==> src/sv/assert_macros.svh <==
`ifndef ASSERT_MACROS_SVH
`define ASSERT_MACROS_SVH

// property that holds at every clock edge out of reset
`define ASSERT_ALWAYS(lbl, clk, rst, prop) \
   lbl: assert property (@(posedge clk) disable iff (rst) (prop)) \
      else $error("assertion failed");

// antecedent implies consequent at the next clock edge
`define ASSERT_NEXT(lbl, clk, rst, ante, cons) \
   lbl: assert property (@(posedge clk) disable iff (rst) (ante) |=> (cons)) \
      else $error("assertion failed");

`endif

==> src/sv/rsa_mexp_pkg.sv <==
package rsa_mexp_pkg;

   typedef logic [1:0] csr_index_type;

   localparam csr_index_type REG_MODULUS          = 2'd0;
   localparam csr_index_type REG_PUBLIC_EXPONENT  = 2'd1;
   localparam csr_index_type REG_PRIVATE_EXPONENT = 2'd2;

   localparam logic OP_ENCRYPT = 1'b0;
   localparam logic OP_DECRYPT = 1'b1;

   typedef enum logic [2:0] {
      ST_IDLE,
      ST_REDUCE,
      ST_SCAN,
      ST_MULT,
      ST_SQUARE,
      ST_DONE
   } state_type;

endpackage

==> src/sv/rsa_block_modexp.sv <==
// RSA block modular exponentiation, result = block_value ^ e mod modulus.
// Request channel (req_valid, req_stall, req_opcode, req_block_value): opcode
// encrypt selects the public exponent, decrypt the private exponent.
// Result channel (rsp_valid, rsp_stall, rsp_result_value): one transfer per
// request. Configuration (csr_write_enable, csr_index, csr_write_data) sets
// modulus, public and private exponent; index 3 is ignored.
// One item is worked on at a time; req_stall is high while an item is in work.
// A single bit-serial modular multiplier does one multiplier bit per cycle.
// The base is reduced first, then each exponent bit from the lowest up to the
// highest set bit takes a scan step, a multiply of the accumulator by the base
// when the bit is set, and a squaring of the base. A modulus below 2 gives 0.
// The result sits in an output register: while the receiver stalls it holds,
// and a new request is already taken; a further result waits until it leaves.
// Synchronous reset empties the output register, returns to idle and sets
// modulus 2 and both exponents 1.
module rsa_block_modexp
   import rsa_mexp_pkg::*;
#(
   parameter int WIDTH = 32
) (
   input  logic                clock,
   input  logic                reset,
   input  logic                req_valid,
   output logic                req_stall,
   input  logic                req_opcode,
   input  logic [WIDTH-1:0]    req_block_value,
   output logic                rsp_valid,
   input  logic                rsp_stall,
   output logic [WIDTH-1:0]    rsp_result_value,
   input  logic                csr_write_enable,
   input  csr_index_type       csr_index,
   input  logic [WIDTH-1:0]    csr_write_data
);

`include "assert_macros.svh"

   localparam int CNT_W = $clog2(WIDTH);

   state_type state_ff, state_in;

   logic [WIDTH-1:0] modulus_ff, pub_exp_ff, priv_exp_ff;
   logic [WIDTH-1:0] exp_ff, acc_ff, x_ff;
   logic [WIDTH-1:0] mul_b_ff, mul_r_ff;
   logic [CNT_W-1:0] cnt_ff;
   logic             rsp_valid_ff;
   logic [WIDTH-1:0] rsp_value_ff;

   logic             req_xfer, degenerate, mul_last, mul_run;
   logic             mul_load, acc_init, acc_from_mul, x_from_mul, exp_shift, rsp_load;
   logic [WIDTH-1:0] mul_a, mul_b_load, mul_dbl, mul_step;

   // (x + y) mod m for x, y below m
   function automatic logic [WIDTH-1:0] add_mod(input logic [WIDTH-1:0] x,
                                                input logic [WIDTH-1:0] y,
                                                input logic [WIDTH-1:0] m);
      logic [WIDTH:0]   s;
      logic [WIDTH+1:0] d;
      s = {1'b0, x} + {1'b0, y};
      d = {1'b0, s} - {2'b00, m};
      add_mod = d[WIDTH+1] ? s[WIDTH-1:0] : d[WIDTH-1:0];
   endfunction

   assign req_xfer   = req_valid && !req_stall;
   assign degenerate = (modulus_ff[WIDTH-1:1] == '0);
   assign mul_last   = (cnt_ff == CNT_W'(WIDTH - 1));
   assign req_stall  = (state_ff != ST_IDLE);

   // multiplier step: double, then add a when the current bit of b is set
   always_comb begin
      case (state_ff)
         ST_REDUCE: mul_a = WIDTH'(1);
         ST_MULT:   mul_a = acc_ff;
         default:   mul_a = x_ff;
      endcase
      mul_dbl  = add_mod(mul_r_ff, mul_r_ff, modulus_ff);
      mul_step = mul_b_ff[WIDTH-1] ? add_mod(mul_dbl, mul_a, modulus_ff) : mul_dbl;
   end

   always_comb begin
      state_in = state_ff;
      case (state_ff)
         ST_IDLE: begin
            if (req_valid) begin
               state_in = degenerate ? ST_DONE : ST_REDUCE;
            end
         end
         ST_REDUCE: begin
            if (mul_last) begin
               state_in = ST_SCAN;
            end
         end
         ST_SCAN: begin
            if (exp_ff == '0) begin
               state_in = ST_DONE;
            end else if (exp_ff[0]) begin
               state_in = ST_MULT;
            end else begin
               state_in = ST_SQUARE;
            end
         end
         ST_MULT: begin
            if (mul_last) begin
               state_in = ST_SQUARE;
            end
         end
         ST_SQUARE: begin
            if (mul_last) begin
               state_in = ST_SCAN;
            end
         end
         ST_DONE: begin
            if (!rsp_valid_ff || !rsp_stall) begin
               state_in = ST_IDLE;
            end
         end
         default: state_in = ST_IDLE;
      endcase
   end

   always_comb begin
      mul_run      = 1'b0;
      mul_load     = 1'b0;
      mul_b_load   = x_ff;
      acc_init     = 1'b0;
      acc_from_mul = 1'b0;
      x_from_mul   = 1'b0;
      exp_shift    = 1'b0;
      rsp_load     = 1'b0;
      case (state_ff)
         ST_IDLE: begin
            acc_init   = req_xfer;
            mul_load   = req_xfer;
            mul_b_load = req_block_value;
         end
         ST_REDUCE: begin
            mul_run    = 1'b1;
            x_from_mul = mul_last;
         end
         ST_SCAN: begin
            mul_load = (exp_ff != '0);
         end
         ST_MULT: begin
            mul_run      = 1'b1;
            acc_from_mul = mul_last;
            mul_load     = mul_last;
         end
         ST_SQUARE: begin
            mul_run    = 1'b1;
            x_from_mul = mul_last;
            exp_shift  = mul_last;
         end
         ST_DONE: begin
            rsp_load = !rsp_valid_ff || !rsp_stall;
         end
         default: begin
            mul_run = 1'b0;
         end
      endcase
   end

   always_ff @(posedge clock) begin
      if (reset) begin
         state_ff     <= ST_IDLE;
         rsp_valid_ff <= 1'b0;
         modulus_ff   <= WIDTH'(2);
         pub_exp_ff   <= WIDTH'(1);
         priv_exp_ff  <= WIDTH'(1);
         cnt_ff       <= '0;
      end else begin
         state_ff <= state_in;
         if (rsp_load) begin
            rsp_valid_ff <= 1'b1;
         end else if (!rsp_stall) begin
            rsp_valid_ff <= 1'b0;
         end
         if (csr_write_enable) begin
            case (csr_index)
               REG_MODULUS:          modulus_ff  <= csr_write_data;
               REG_PUBLIC_EXPONENT:  pub_exp_ff  <= csr_write_data;
               REG_PRIVATE_EXPONENT: priv_exp_ff <= csr_write_data;
               default:              ;
            endcase
         end
         if (mul_load || (mul_run && mul_last)) begin
            cnt_ff <= '0;
         end else if (mul_run) begin
            cnt_ff <= cnt_ff + CNT_W'(1);
         end
      end
   end

   always_ff @(posedge clock) begin
      if (mul_load) begin
         mul_b_ff <= mul_b_load;
         mul_r_ff <= '0;
      end else if (mul_run) begin
         mul_b_ff <= {mul_b_ff[WIDTH-2:0], 1'b0};
         mul_r_ff <= mul_step;
      end
      if (acc_init) begin
         acc_ff <= degenerate ? '0 : WIDTH'(1);
         exp_ff <= (req_opcode == OP_DECRYPT) ? priv_exp_ff : pub_exp_ff;
      end else begin
         if (acc_from_mul) begin
            acc_ff <= mul_step;
         end
         if (exp_shift) begin
            exp_ff <= {1'b0, exp_ff[WIDTH-1:1]};
         end
      end
      if (x_from_mul) begin
         x_ff <= mul_step;
      end
      if (rsp_load) begin
         rsp_value_ff <= acc_ff;
      end
   end

   assign rsp_valid        = rsp_valid_ff;
   assign rsp_result_value = rsp_value_ff;

   `ASSERT_ALWAYS(a_partial_below_modulus, clock, reset,
      !(state_ff == ST_MULT || state_ff == ST_SQUARE) || (mul_r_ff < modulus_ff))
   `ASSERT_ALWAYS(a_scan_counter_clear, clock, reset,
      (state_ff != ST_SCAN) || (cnt_ff == '0))
   `ASSERT_NEXT(a_degenerate_gives_zero, clock, reset,
      req_xfer && degenerate, (state_ff == ST_DONE) && (acc_ff == '0))
   `ASSERT_NEXT(a_result_from_done, clock, reset,
      !rsp_valid_ff && (state_ff != ST_DONE), !rsp_valid_ff)

endmodule
==> config.mk <==
export PLATFORM = sky130hd
export DESIGN_NAME = rsa_block_modexp
export DESIGN_NICKNAME = d
export VERILOG_FILES = /design/src/sv/rsa_mexp_pkg.sv /design/src/sv/rsa_block_modexp.sv
export VERILOG_INCLUDE_DIRS = /design/src /design/src/sv
export SDC_FILE = /design/constraint.sdc
export NUM_CORES = 1
export LEC_CHECK = 0
export BUFFER_PORTS_ARGS = -buffer_cell sky130_fd_sc_hd__buf_2
export CORE_MARGIN = 3
export CORE_UTILIZATION = 53
export CTS_CLUSTER_DIAMETER = 50
export DETAILED_ROUTE_END_ITERATION = 12
export PLACE_DENSITY = 0.71
export RECOVER_POWER = 50
export SYNTH_ARGS = -nofsm -noshare
export SYNTH_HDL_FRONTEND = slang
export SYNTH_SLANG_ARGS = --single-unit
==> constraint.sdc <==
create_clock -name clock -period 7.6 [get_ports clock]
set_input_delay 0.38 -clock clock [delete_from_list [all_inputs] [get_ports clock]]
set_output_delay 0.38 -clock clock [all_outputs]
set_load 0.01 [all_outputs]
* Word-level counts from Yosys, hierarchy flattened
Cells that the tools add are included.
Cells by class: reductions and logical operators 23, mux-type cells 30, add/sub/neg operators 5, equality and inequality tests 13
Operator list (count):
- 2-to-1 mux 32 bit | 11
- subtractor 33 x 32 -> 34 bit | 2
- adder 32 x 32 -> 33 bit | 2
- one-hot mux 32 bit (2 select lines) | 1
- zero test 32 bit | 1
- nonzero test 32 bit | 1
- zero test 31 bit | 1
- 2-to-1 mux 3 bit | 7
- one-hot mux 3 bit (5 select lines) | 1
- 2-to-1 mux 1 bit | 9
- equality test 3 x 2 -> 1 bit (second input constant) | 2
- equality test 3 bit (second input constant) | 2
- != test 2 bit (second input constant) | 3
- AND reduction 2 bit | 3
- nonzero test 2 bit | 3
- adder 5 x 1 -> 5 bit (second input constant) | 1
- equality test 5 bit (second input constant) | 1
- != test 2 x 1 -> 1 bit (second input constant) | 2
- AND reduction 4 bit | 1
- OR reduction 2 bit | 2
- equality test 3 x 1 -> 1 bit (second input constant) | 1
- zero test 1 bit | 3
- zero test 3 bit | 1
- one-hot mux 1 bit (3 select lines) | 1
- 7 further kinds | 9
Storage, ports and cells: input port bits 72, output and inout bits 34, word-level logic and storage cells 83, register bits after elaboration 297

* Logic depth before layout (Yosys ltp)
Gate-level depths: netlist (run 1).
depth after elaboration 9, depth in mapped cells 35

* Worst setup path before layout (run 1)
OpenSTA, ideal clock, no wires.
path kind reg2reg, start point register modulus_ff[4], end point register acc_ff[30], data pin, library setup time 0.255 ns, buffers on the path 2, setup slack 0.869 ns, required time 7.345 ns, cell stages (with the launch flop) 30, arrival 6.476 ns, path through dfxtp_1 > inv_1 > ha_1 > o21ai_2 > a2111oi_4 > a211oi_2 > nor4b_2 > or3_1 > buf_6 > buf_6 > mux2_2 > ha_1 > a211o_1 > a21oi_2 > o21ba_2 > a21oi_2 > a221oi_4 > o311ai_1 > xor2_1 > ha_1 > nand2_1 > o31ai_1 > nand3_1 > a311oi_2 > nand2_1 > o41ai_2 > xor2_1 > mux2_2 > mux2_2 > and2_1
Between the ends: word-level cells in the longest chain between the ends 8
RTL lines:
- from (decl) | RTL line rsa_block_modexp.sv:41 | logic [WIDTH-1:0] modulus_ff, pub_exp_ff, priv_exp_ff;
- from (signal assigned) | RTL line rsa_block_modexp.sv:178 | REG_MODULUS: modulus_ff <= csr_write_data;
- subtractor 33 x 32 -> 34 bit | RTL line rsa_block_modexp.sv:59 | d = {1'b0, s} - {2'b00, m};
- 2-to-1 mux 32 bit | RTL line rsa_block_modexp.sv:60 | add_mod = d[WIDTH+1] ? s[WIDTH-1:0] : d[WIDTH-1:0];
- adder 32 x 32 -> 33 bit | RTL line rsa_block_modexp.sv:58 | s = {1'b0, x} + {1'b0, y};
- subtractor 33 x 32 -> 34 bit | RTL line rsa_block_modexp.sv:59
- 2-to-1 mux 32 bit | RTL line rsa_block_modexp.sv:60
- 2-to-1 mux 32 bit * | RTL line rsa_block_modexp.sv:76 | mul_step = mul_b_ff[WIDTH-1] ? add_mod(mul_dbl, mul_a, modulus_ff) : mul_dbl;
- via mul_step[30] | RTL line rsa_block_modexp.sv:50 | logic [WIDTH-1:0] mul_a, mul_b_load, mul_dbl, mul_step;
- 2-to-1 mux 32 bit * | RTL line rsa_block_modexp.sv:204 | if (acc_from_mul) begin
- 2-to-1 mux 32 bit * | RTL line rsa_block_modexp.sv:200 | if (acc_init) begin
- to (signal assigned) | RTL line rsa_block_modexp.sv:201 | acc_ff <= degenerate ? '0 : WIDTH'(1);
- to (signal assigned) | RTL line rsa_block_modexp.sv:205 | acc_ff <= mul_step;
- to (decl) | RTL line rsa_block_modexp.sv:42 | logic [WIDTH-1:0] exp_ff, acc_ff, x_ff;
The timed path passes the listed nets; every way through them passes the cells marked *. The select of a mux whose other input is x is not followed. A chain may end at the register's enable or synchronous reset.

* Final worst setup path (run 1)
start point register modulus_ff[26], end point register acc_ff[28], data pin
Between the ends: word-level cells in the longest chain between the ends 8
RTL lines (RTL line):
- subtractor 33 x 32 -> 34 bit | rsa_block_modexp.sv:59
- 2-to-1 mux 32 bit | rsa_block_modexp.sv:60
- adder 32 x 32 -> 33 bit | rsa_block_modexp.sv:58
- subtractor 33 x 32 -> 34 bit | rsa_block_modexp.sv:59
- 2-to-1 mux 32 bit | rsa_block_modexp.sv:60
- 2-to-1 mux 32 bit * | rsa_block_modexp.sv:76
- 2-to-1 mux 32 bit * | rsa_block_modexp.sv:204
- 2-to-1 mux 32 bit * | rsa_block_modexp.sv:200
Mark *: on every way between the ends. The rest lies on a longest branch, timed or not. The select of a mux whose other input is x is not followed.

==> flow_metrics.py, run 1 <==
metrics = {
    "final_layout": {
        "mostFrequentLayoutCells": "nand2_1 (388), a21oi_1 (237), edfxtp_1 (160)",
        "multi_input_area_sq_mm": 0.0102,
        "stdcell_count": 2679,
        "regArea_sq_mm": 0.00755,
        "final_util": 0.616,
        "final_common_cell": "nand2_1",
        "area_delta_synth_final_pct": 13.4,
        "drive_gt1_frac": 0.130,
        "fin_nets": 2375,
        "diodes": 0,
        "n_fill_cell": 2953,
    },
    "clock_network": {
        "cts_inserted_buffers": 37,
        "cts_hold_buffers": 0,
        "worst_skew_pair.late_latency_ns": 0.54,
        "cts_buffer_depth": 3,
        "root_buffer": "clkbuf_16",
        "tritoncts": "done",
        "h-tree-depth": 2,
        "clock_sinks": 297,
        "clkTransAtPathRegs_ns": 0.06,
    },
    "drt": {
        "drt_iter0_markers": 1147,
        "ant_nets": 0,
        "wirelength_um": 51600,
        "via_per_inst": 5.91,
        "drcViolationCount": 0,
        "wire_per_inst_um": 19.2,
        "firstDrtPassIters": 5,
        "num_vias": 15800,
    },
    "worst_setup_path": {
        "cpPeakStageDelay_ns": 0.41,
        "critPathTopFamily": "compound AO/OA/AOI/OAI gates",
        "required_ns": 7.86,
        "critical_path_arrival_ns": 7.65,
        "cp-start-kind": "flip-flop",
        "crit_fanout": 5,
        "crit_type": "reg2reg",
        "path_common_cell": "ha_1",
        "endpoint_kind": "flip-flop",
        "r2r_slack_ns": 0.22,
        "path_buf_inv": 3,
        "cp_slowest_cell": "a311o_1",
    },
    "grt": {
        "grt_pass1_wl_um": 80300,
        "overflow": 0,
        "grt_util_met3": 0.0361,
        "antenna_found_initial": 0,
        "top_usage_layer": "met2",
        "grt_max_degree": 106,
        "grt_pass1_vias": 14800,
        "met2_usage": 0.420,
        "grtUsageTotal": 0.274,
        "grt_use_met1": 0.404,
    },
    "timing": {
        "worst_pin_slew_ns": 4.63,
        "hold_viol": 0,
        "fin_crit_ns": 7.38,
        "whs_ns": 0.112,
        "slew_violations": 205,
        "skew_ns": 0.0192,
        "period_share": 0.972,
        "finalSetupViolCount": 0,
        "timing.slew.headroom": -2.09,
        "tns_ns": 0,
        "rsz0062_at_grt": "yes",
        "max_freq_mhz": 135,
    },
    "logic_synthesis": {
        "syn_inst": 2113,
        "ys_warn_count": 0,
        "avgSynthCellArea_sq_um": 8.70,
        "async_reset_ff_frac": 0,
        "synth.net_count": 2285,
        "ys_ff_latch": 297,
        "ys_seq_area_frac": 0.410,
        "ys.flop_type": "edfxtp_1",
        "syn_area_sq_mm": 0.0184,
        "synth_cell_types": 92,
        "synth-edff-count": 160,
    },
    "job": {
        "cap_violations": 4,
    },
    "die": {
        "row_count": 67,
        "start_util": 0.543,
        "ios": 106,
        "dieArea_sq_mm": 0.0370,
        "fp.dieH_um": 192,
        "die_w_um": 192,
        "core_area_sq_mm": 0.0339,
    },
    "status": {
        "outcome": "finished with violations",
        "violations": "capacitance limit, slew limit",
    },
    "placement": {
        "port_buffers": 105,
        "place_hpwl_um": 38400,
        "dp_cells": 2604,
        "gp_congestion": 1.05,
    },
    "hold_path": {
        "min_path_type": "in2reg",
    },
}
## cells by family (layout without fill, tap and decap cells)
kind of cell | after synthesis | count (layout) | synth area share
buf+inv | 215 | 333 | 0.0477
simple gates | 702 | 702 | 0.166
fa+ha+maj | 100 | 100 | 0.0693
xor+xnor | 85 | 85 | 0.0405
flops | 297 | 297 | 0.410
compound gates | 615 | 615 | 0.210
mux | 99 | 99 | 0.0559
## cell usage after synthesis (4+ instances only)
master | instances | area (sq um)
o31ai_1 | 10 | 75.1
a21oi_1 | 240 | 1200
o21bai_1 | 13 | 97.6
or3_1 | 4 | 25.0
nor4_1 | 20 | 125
inv_1 | 96 | 360
a31oi_1 | 15 | 93.8
nand4_1 | 18 | 113
buf_4 | 4 | 30.0
xor2_1 | 31 | 272
o21ai_0 | 130 | 651
mux2i_1 | 82 | 821
nand3b_1 | 7 | 52.6
a22o_1 | 15 | 131
nor2_1 | 139 | 522
xnor2_1 | 54 | 473
mux2_4 | 4 | 60.1
ha_1 | 97 | 1210
a31o_2 | 4 | 35.0
a211o_1 | 6 | 52.6
o21ai_1 | 24 | 120
nor3b_1 | 8 | 60.1
buf_1 | 5 | 18.8
nor2b_1 | 8 | 50.1
a21o_1 | 31 | 233
o211ai_1 | 12 | 90.1
buf_2 | 16 | 80.1
nor3_1 | 30 | 150
edfxtp_1 | 160 | 4800
and2_1 | 20 | 125
a21oi_2 | 25 | 219
nand2_1 | 390 | 1460
a211oi_1 | 23 | 173
nand2b_1 | 7 | 43.8
nand3_1 | 26 | 130
mux2_2 | 11 | 124
o211a_1 | 4 | 40.0
o22ai_1 | 4 | 25.0
clkbuf_1 | 87 | 327
a41oi_1 | 4 | 35.0
o21a_1 | 10 | 75.1
dfxtp_1 | 137 | 2740
and3_1 | 10 | 62.6
## worst register-to-register path: cells and delay by family (launching register included)
kind | cells | cell delay (ns)
DFF | 1 | 0.34
muxes | 2 | 0.67
AOI/OAI and AO/OA | 13 | 3.07
xor gates and xnor gates | 1 | 0.34
buffers and inverters | 3 | 0.41
and+or+nand+nor | 7 | 1.27
adders and majority gates | 3 | 1.00
## registers in the layout (all words and copies together) (netlist names)
register / flops
mul_b_ff: 32
modulus_ff: 32
priv_exp_ff: 32
cnt_ff: 5
mul_r_ff: 32
pub_exp_ff: 32
rsp_valid: 1
acc_ff: 32
rsp_result_value: 32
exp_ff: 32
state_ff: 3
x_ff: 32
## layer usage
metal	routed length [um]	vias to the layer above
met5	0	-
met4	1300	0
met3	3580	91
met2	22500	570
met1	24200	7427
li1	-	7739
## timing repair
action | CTS | global route
resized for setup | 2 | 35
setup endpoints to repair | 51 | 96
buffers inserted | 0 | 8
pin swaps | 0 | 8
## through the flow
stage                     worst slack, ns  cell area [sq um]
after floorplan                     0.869              18400
after global placement            -0.0883              19400
after detailed placement           -0.145              19400
after CTS                         0.00348              20700
after global routing              -0.0573              20800
final                               0.216              20800
## layout make-up
cell class,instances,area share
multi-input cells,1601,0.488
inverters,98,0.0176
well taps,448,0.0269
clock buffers,51,0.0519
clock inverters,16,0.00708
flip-flops and latches,297,0.362
repair buffers,168,0.0463
## worst paths after layout
check | from | to | cells past startpoint
worst min register to register | acc_ff[0] | rsp_result_value[0] | 0
worst min-delay path | csr_write_data[19] | pub_exp_ff[19] | 3
worst max register to register | modulus_ff[26] | acc_ff[28] | 29
worst max-delay path | modulus_ff[26] | acc_ff[28] | 29
Power of run 1 is left out: the tool's default activity adds up to more than one toggle a clock period on the data nets, which glitch-free logic cannot reach.
==> run 2, diff against run 1 <==
--- a/config.mk
+++ b/config.mk
@@ -7,11 +7,13 @@
 export NUM_CORES = 1
 export LEC_CHECK = 0
 export BUFFER_PORTS_ARGS = -buffer_cell sky130_fd_sc_hd__buf_2
+export CELL_PAD_IN_SITES_DETAIL_PLACEMENT = 1
+export CELL_PAD_IN_SITES_GLOBAL_PLACEMENT = 2
 export CORE_MARGIN = 3
-export CORE_UTILIZATION = 53
+export CORE_UTILIZATION = 39
 export CTS_CLUSTER_DIAMETER = 50
 export DETAILED_ROUTE_END_ITERATION = 12
-export PLACE_DENSITY = 0.71
+export PLACE_DENSITY_LB_ADDON = 0.1
 export RECOVER_POWER = 50
 export SYNTH_ARGS = -nofsm -noshare
 export SYNTH_HDL_FRONTEND = slang
==> flow_metrics.py, run 2 (synthesis results as in run 1) <==
metrics = {
    "clock_network": {
        "root_buffer": "clkbuf_16",
        "tritoncts": "done",
        "cts_inserted_buffers": 41,
        "h-tree-depth": 2,
        "cts_hold_buffers": 0,
        "cts_buffer_depth": 3,
        "clkTransAtPathRegs_ns": 0.06,
        "worst_skew_pair.late_latency_ns": 0.57,
        "clock_sinks": 297,
    },
    "worst_setup_path": {
        "endpoint_kind": "flip-flop",
        "critical_path_arrival_ns": 7.58,
        "cp_slowest_cell": "o41ai_2",
        "cpPeakStageDelay_ns": 0.39,
        "required_ns": 7.92,
        "crit_type": "reg2reg",
        "startpoint": "modulus_ff[26]",
        "critPathTopFamily": "compound AO/OA/AOI/OAI gates",
        "path_buf_inv": 6,
        "crit_fanout": 7,
        "path_common_cell": "buf_4",
        "r2r-start": "modulus_ff[26]",
        "cp-start-kind": "flip-flop",
        "r2r_slack_ns": 0.34,
    },
    "final_layout": {
        "area_delta_synth_final_pct": 20.4,
        "mostFrequentLayoutCells": "nand2_1 (387), a21oi_1 (233), edfxtp_1 (160), buf_4 (160), nor2_1 (139)",
        "stdcell_count": 2938,
        "fin_nets": 2480,
        "diodes": 0,
        "final_common_cell": "nand2_1",
        "drive_gt1_frac": 0.179,
    },
    "die": {
        "start_util": 0.400,
        "row_count": 78,
        "die_w_um": 223,
        "core_area_sq_mm": 0.0460,
        "ios": 106,
        "fp.dieH_um": 223,
        "dieArea_sq_mm": 0.0498,
    },
    "hold_path": {
        "min_from": "csr_write_data[7]",
        "min_path_type": "in2reg",
    },
    "timing": {
        "tns_ns": 0,
        "skew_ns": 0.0303,
        "period_share": 0.955,
        "slew_violations": 205,
        "whs_ns": 0.0876,
        "hold_viol": 0,
        "worst_pin_slew_ns": 4.77,
        "max_freq_mhz": 138,
        "finalSetupViolCount": 0,
        "fin_crit_ns": 7.26,
        "timing.slew.headroom": -2.18,
    },
    "drt": {
        "highest_layer": "met4",
        "drt-met1-wl_um": 30700,
        "via_per_inst": 5.52,
        "drt_iter0_markers": 783,
        "ant_nets": 0,
        "wl_met3_um": 2640,
        "drcViolationCount": 0,
        "wl_met2_um": 27800,
        "wirelength_um": 62500,
        "firstDrtPassIters": 5,
        "wire_per_inst_um": 21.3,
        "num_vias": 16200,
    },
    "grt": {
        "overflow": 0,
        "grt_max_degree": 106,
        "grtUsageTotal": 0.244,
        "antenna_found_initial": 0,
        "grt_pass1_vias": 16500,
        "grt_pass1_wl_um": 95700,
    },
    "status": {
        "outcome": "finished with violations",
        "violations": "capacitance limit, slew limit",
    },
    "placement": {
        "dp_cells": 2849,
        "gp_congestion": 0.875,
        "port_buffers": 105,
        "place_hpwl_um": 47600,
    },
    "job": {
        "cap_violations": 4,
    },
}
## run 2: changes by cell type in the layout (fill, tap and decap cells not counted), moves of 3 or more
cell / change
inv_6: -3
buf_4: +102
clkbuf_1: +3
o21ai_0: -4
a21oi_2: +3
ha_1: -11
a21oi_1: -4
ha_4: +9
clkbuf_16: +3
## run 2: final timing paths
path | to | depth (start not counted)
worst max-delay path | acc_ff[30] | 31
worst min-delay path | priv_exp_ff[7] | 3
worst max register to register | acc_ff[30] | 31
worst min register to register | rsp_result_value[16] | 0
## run 2: area by class of cell
class	instances	area [sq um]
sequential	297	7550
inverter	98	368
timing repair buffer	269	1720
clock inverter	17	188
multi-input combinational	1601	10400
fill	5349	23800
tap	600	751
clock buffer	56	1160
## run 2: what timing repair did
action	in CTS	in global routing
setup endpoints to repair	85	96
cloned	0	0
hold endpoints to repair	0	0
resized for setup	5	65
pin swaps	2	26
buffers inserted	1	15
## run 2: stage by stage
step / worst slack, ns / instance area (sq um) / util
after floorplan: 0.869 / 18400 / -
after global placement: -0.0611 / 20300 / 0.443
after detailed placement: -0.215 / 20300 / 0.443
after CTS: 0.00757 / 21700 / 0.473
after global routing: -0.125 / 22100 / 0.481
final: 0.343 / 22100 / 0.481
## run 2: worst reg2reg max path, delay by kind of cell (launching register included)
| family | cells | cell delay, ns |
|---|---|---|
| xor gates and xnor gates | 2 | 0.20 |
| adders and majority gates | 3 | 0.92 |
| and+or+nand+nor | 7 | 1.41 |
| AOI/OAI and AO/OA | 10 | 2.41 |
| muxes | 3 | 0.92 |
| buffers and inverters | 6 | 0.81 |
| DFF | 1 | 0.35 |
## run 2: layer usage
metal  vias to the layer above  track usage
met3                        65       0.0347
met5                         -            0
li1                       7945            -
met2                       321        0.385
met4                         0       0.0537
met1                      7885        0.357
Power of run 2 is left out for the same reason.
==> run 3, diff against run 2 <==
--- a/config.mk
+++ b/config.mk
@@ -6,13 +6,15 @@
 export SDC_FILE = /design/constraint.sdc
 export NUM_CORES = 1
 export LEC_CHECK = 0
+export ABC_AREA = 1
 export BUFFER_PORTS_ARGS = -buffer_cell sky130_fd_sc_hd__buf_2
 export CELL_PAD_IN_SITES_DETAIL_PLACEMENT = 1
 export CELL_PAD_IN_SITES_GLOBAL_PLACEMENT = 2
 export CORE_MARGIN = 3
-export CORE_UTILIZATION = 39
+export CORE_UTILIZATION = 36
 export CTS_CLUSTER_DIAMETER = 50
 export DETAILED_ROUTE_END_ITERATION = 12
+export GPL_TIMING_DRIVEN = 0
 export PLACE_DENSITY_LB_ADDON = 0.1
 export RECOVER_POWER = 50
 export SYNTH_ARGS = -nofsm -noshare
==> flow_metrics.py, run 3 <==
metrics = {
    "placement": {
        "gp_congestion": 0.925,
        "place_hpwl_um": 70300,
        "dp_cells": 3739,
        "place_ws_ns": 0.503,
        "port_buffers": 104,
    },
    "final_layout": {
        "diodes": 0,
        "stdcell_count": 3816,
        "fin_nets": 3207,
        "mostFrequentLayoutCells": "nand2_1 (876), inv_1 (409), nor2_1 (237)",
        "final_common_cell": "nand2_1",
        "final_util": 0.415,
        "n_fill_cell": 7124,
        "drive_gt1_frac": 0.0838,
        "area_delta_synth_final_pct": 13.9,
    },
    "worst_setup_path": {
        "cp-start-kind": "flip-flop",
        "reg2reg_to": "acc_ff[20]",
        "path_common_cell": "nand2_1",
        "endpoint_kind": "flip-flop",
        "crit_type": "reg2reg",
        "r2r_slack_ns": 0.43,
        "critical_path_arrival_ns": 7.47,
        "crit_fanout": 10,
        "startpoint": "modulus_ff[30]",
        "r2r-start": "modulus_ff[30]",
        "crit_path_end": "acc_ff[20]",
        "required_ns": 7.90,
        "cp_slowest_cell": "ha_1",
        "cpPeakStageDelay_ns": 0.48,
        "reg2reg_depth": 32,
    },
    "die": {
        "die_w_um": 242,
        "start_util": 0.365,
        "fp.dieH_um": 242,
        "core_area_sq_mm": 0.0552,
        "ios": 106,
        "row_count": 86,
        "dieArea_sq_mm": 0.0588,
    },
    "hold_path": {
        "min_path_type": "in2reg",
    },
    "clock_network": {
        "cts-resized-gates": 0,
        "post_cts_buffers": 0,
        "clkTransAtPathRegs_ns": 0.06,
        "cts_inserted_buffers": 42,
        "tritoncts": "done",
        "root_buffer": "clkbuf_16",
        "cts_hold_buffers": 0,
        "clock_sinks": 297,
        "worst_skew_pair.late_latency_ns": 0.58,
        "h-tree-depth": 2,
        "cts_buffer_depth": 3,
    },
    "grt": {
        "grt_max_degree": 33,
        "grt_pass1_vias": 20000,
        "grt_pass1_wl_um": 124000,
        "antenna_found_initial": 0,
        "overflow": 0,
        "grtUsageTotal": 0.279,
    },
    "logic_synthesis": {
        "ys_ff_latch": 297,
        "synth-edff-count": 160,
        "synth.most_common_cell": "nand2_1",
        "syn_area_sq_mm": 0.0201,
        "avgSynthCellArea_sq_um": 6.98,
        "netlist_top_cells_area": "edfxtp_1 (24%), nand2_1 (16%), dfxtp_1 (14%), inv_1 (7.6%), ha_1 (6.0%)",
        "synth.net_count": 3056,
        "synth_area_leader_cell": "edfxtp_1",
        "synth_common_cells": "nand2_1 (876), inv_1 (407), nor2_1 (236), nand3_1 (195), a21oi_1 (168)",
        "ys_seq_area_frac": 0.375,
        "ys_warn_count": 0,
        "synthDominantCellAreaShare": 0.239,
        "syn_inst": 2884,
        "ys.flop_type": "edfxtp_1",
        "async_reset_ff_frac": 0,
        "synth_cell_types": 47,
    },
    "drt": {
        "num_vias": 19800,
        "drt_iter0_markers": 1147,
        "via_per_inst": 5.19,
        "firstDrtPassIters": 5,
        "drcViolationCount": 0,
        "wirelength_um": 84000,
        "wire_per_inst_um": 22.0,
        "ant_nets": 0,
    },
    "timing": {
        "fin_crit_ns": 7.17,
        "hold_viol": 0,
        "timing.slew.headroom": -0.325,
        "finalSetupViolCount": 0,
        "skew_ns": 0.0246,
        "max_freq_mhz": 139,
        "period_share": 0.943,
        "slew_violations": 63,
        "timing.final.ws_setup_ns": 0.431,
        "tns_ns": 0,
        "worst_pin_slew_ns": 1.99,
        "rsz0062_at_grt": "no",
    },
    "job": {
        "cap_violations": 2,
    },
    "status": {
        "violations": "capacitance limit, slew limit",
        "outcome": "finished with violations",
    },
}
-- run 3: cell types whose count changed after synthesis, moves of 23 or more --
cell      before  now
o21ai_0      130  162
nand2_1      390  876
xnor2_1       54   11
clkbuf_1      87   63
a21oi_1      240  168
inv_1         96  407
nand2_2        0   49
nand3_2        0   28
nand3_1       26  195
a21oi_2       25    2
mux2i_1       82    0
nor2_1       139  236
a21o_1        31    1
-- run 3: cell type report --
type / instances / area, sq um / area share
plain buffers: 95 / 447 / 0.0195
clock buffers: 54 / 1140 / 0.0496
repair buffers: 107 / 503 / 0.0219
multi-input cells: 2079 / 10600 / 0.462
well taps: 748 / 936 / 0.0408
clock inverters: 23 / 221 / 0.00966
flip-flops and latches: 297 / 7550 / 0.329
inverters: 413 / 1550 / 0.0676
-- run 3: metrics by stage --
stage	hold slack [ns]	cell area [sq um]
after global routing	0.0872	22900
after CTS	0.0576	23000
after detailed placement	0.441	21700
after floorplan	0.427	20100
final	0.0840	22900
after global placement	0.437	21600
-- run 3: per-layer routing --
layer  share of wire  track usage  vias to the layer above  wire (um)
met2            0.47        0.477                      388      39800
li1                -            -                     9673          -
met4           0.041        0.106                        0       3430
met5               0            0                        -          0
met3           0.032       0.0235                      130       2670
met1            0.45        0.368                     9600      38100
-- run 3: worst min path at each step --
stage / start / to / slack, ns / cells past startpoint
after global routing: csr_write_data[25] / pub_exp_ff[25] / 0.09 / 3
after detailed placement: acc_ff[17] / rsp_result_value[17] / 0.44 / 0
final: csr_write_data[17] / pub_exp_ff[17] / 0.08 / 3
after global placement: acc_ff[20] / rsp_result_value[20] / 0.44 / 0
after CTS: csr_write_data[5] / pub_exp_ff[5] / 0.06 / 3
after floorplan: acc_ff[0] / rsp_result_value[0] / 0.43 / 0
-- run 3: kinds of logic after synthesis --
logic type / count (synthesis) / share of synthesized area
xor gates and xnor gates: 49 / 0.0213
AOI/OAI and AO/OA: 430 / 0.119
DFF: 297 / 0.375
and+or+nand+nor: 1500 / 0.322
buffers and inverters: 508 / 0.0992
adders and majority gates: 100 / 0.0633
-- run 3: worst max-delay path, delay by kind of cell (launching register included) --
kind	cells	cell delay, ns
simple gates	21	3.62
fa+ha+maj	3	1.28
buf+inv	5	1.08
compound gates	3	0.59
flops	1	0.29
Power of run 3 is left out for the same reason.
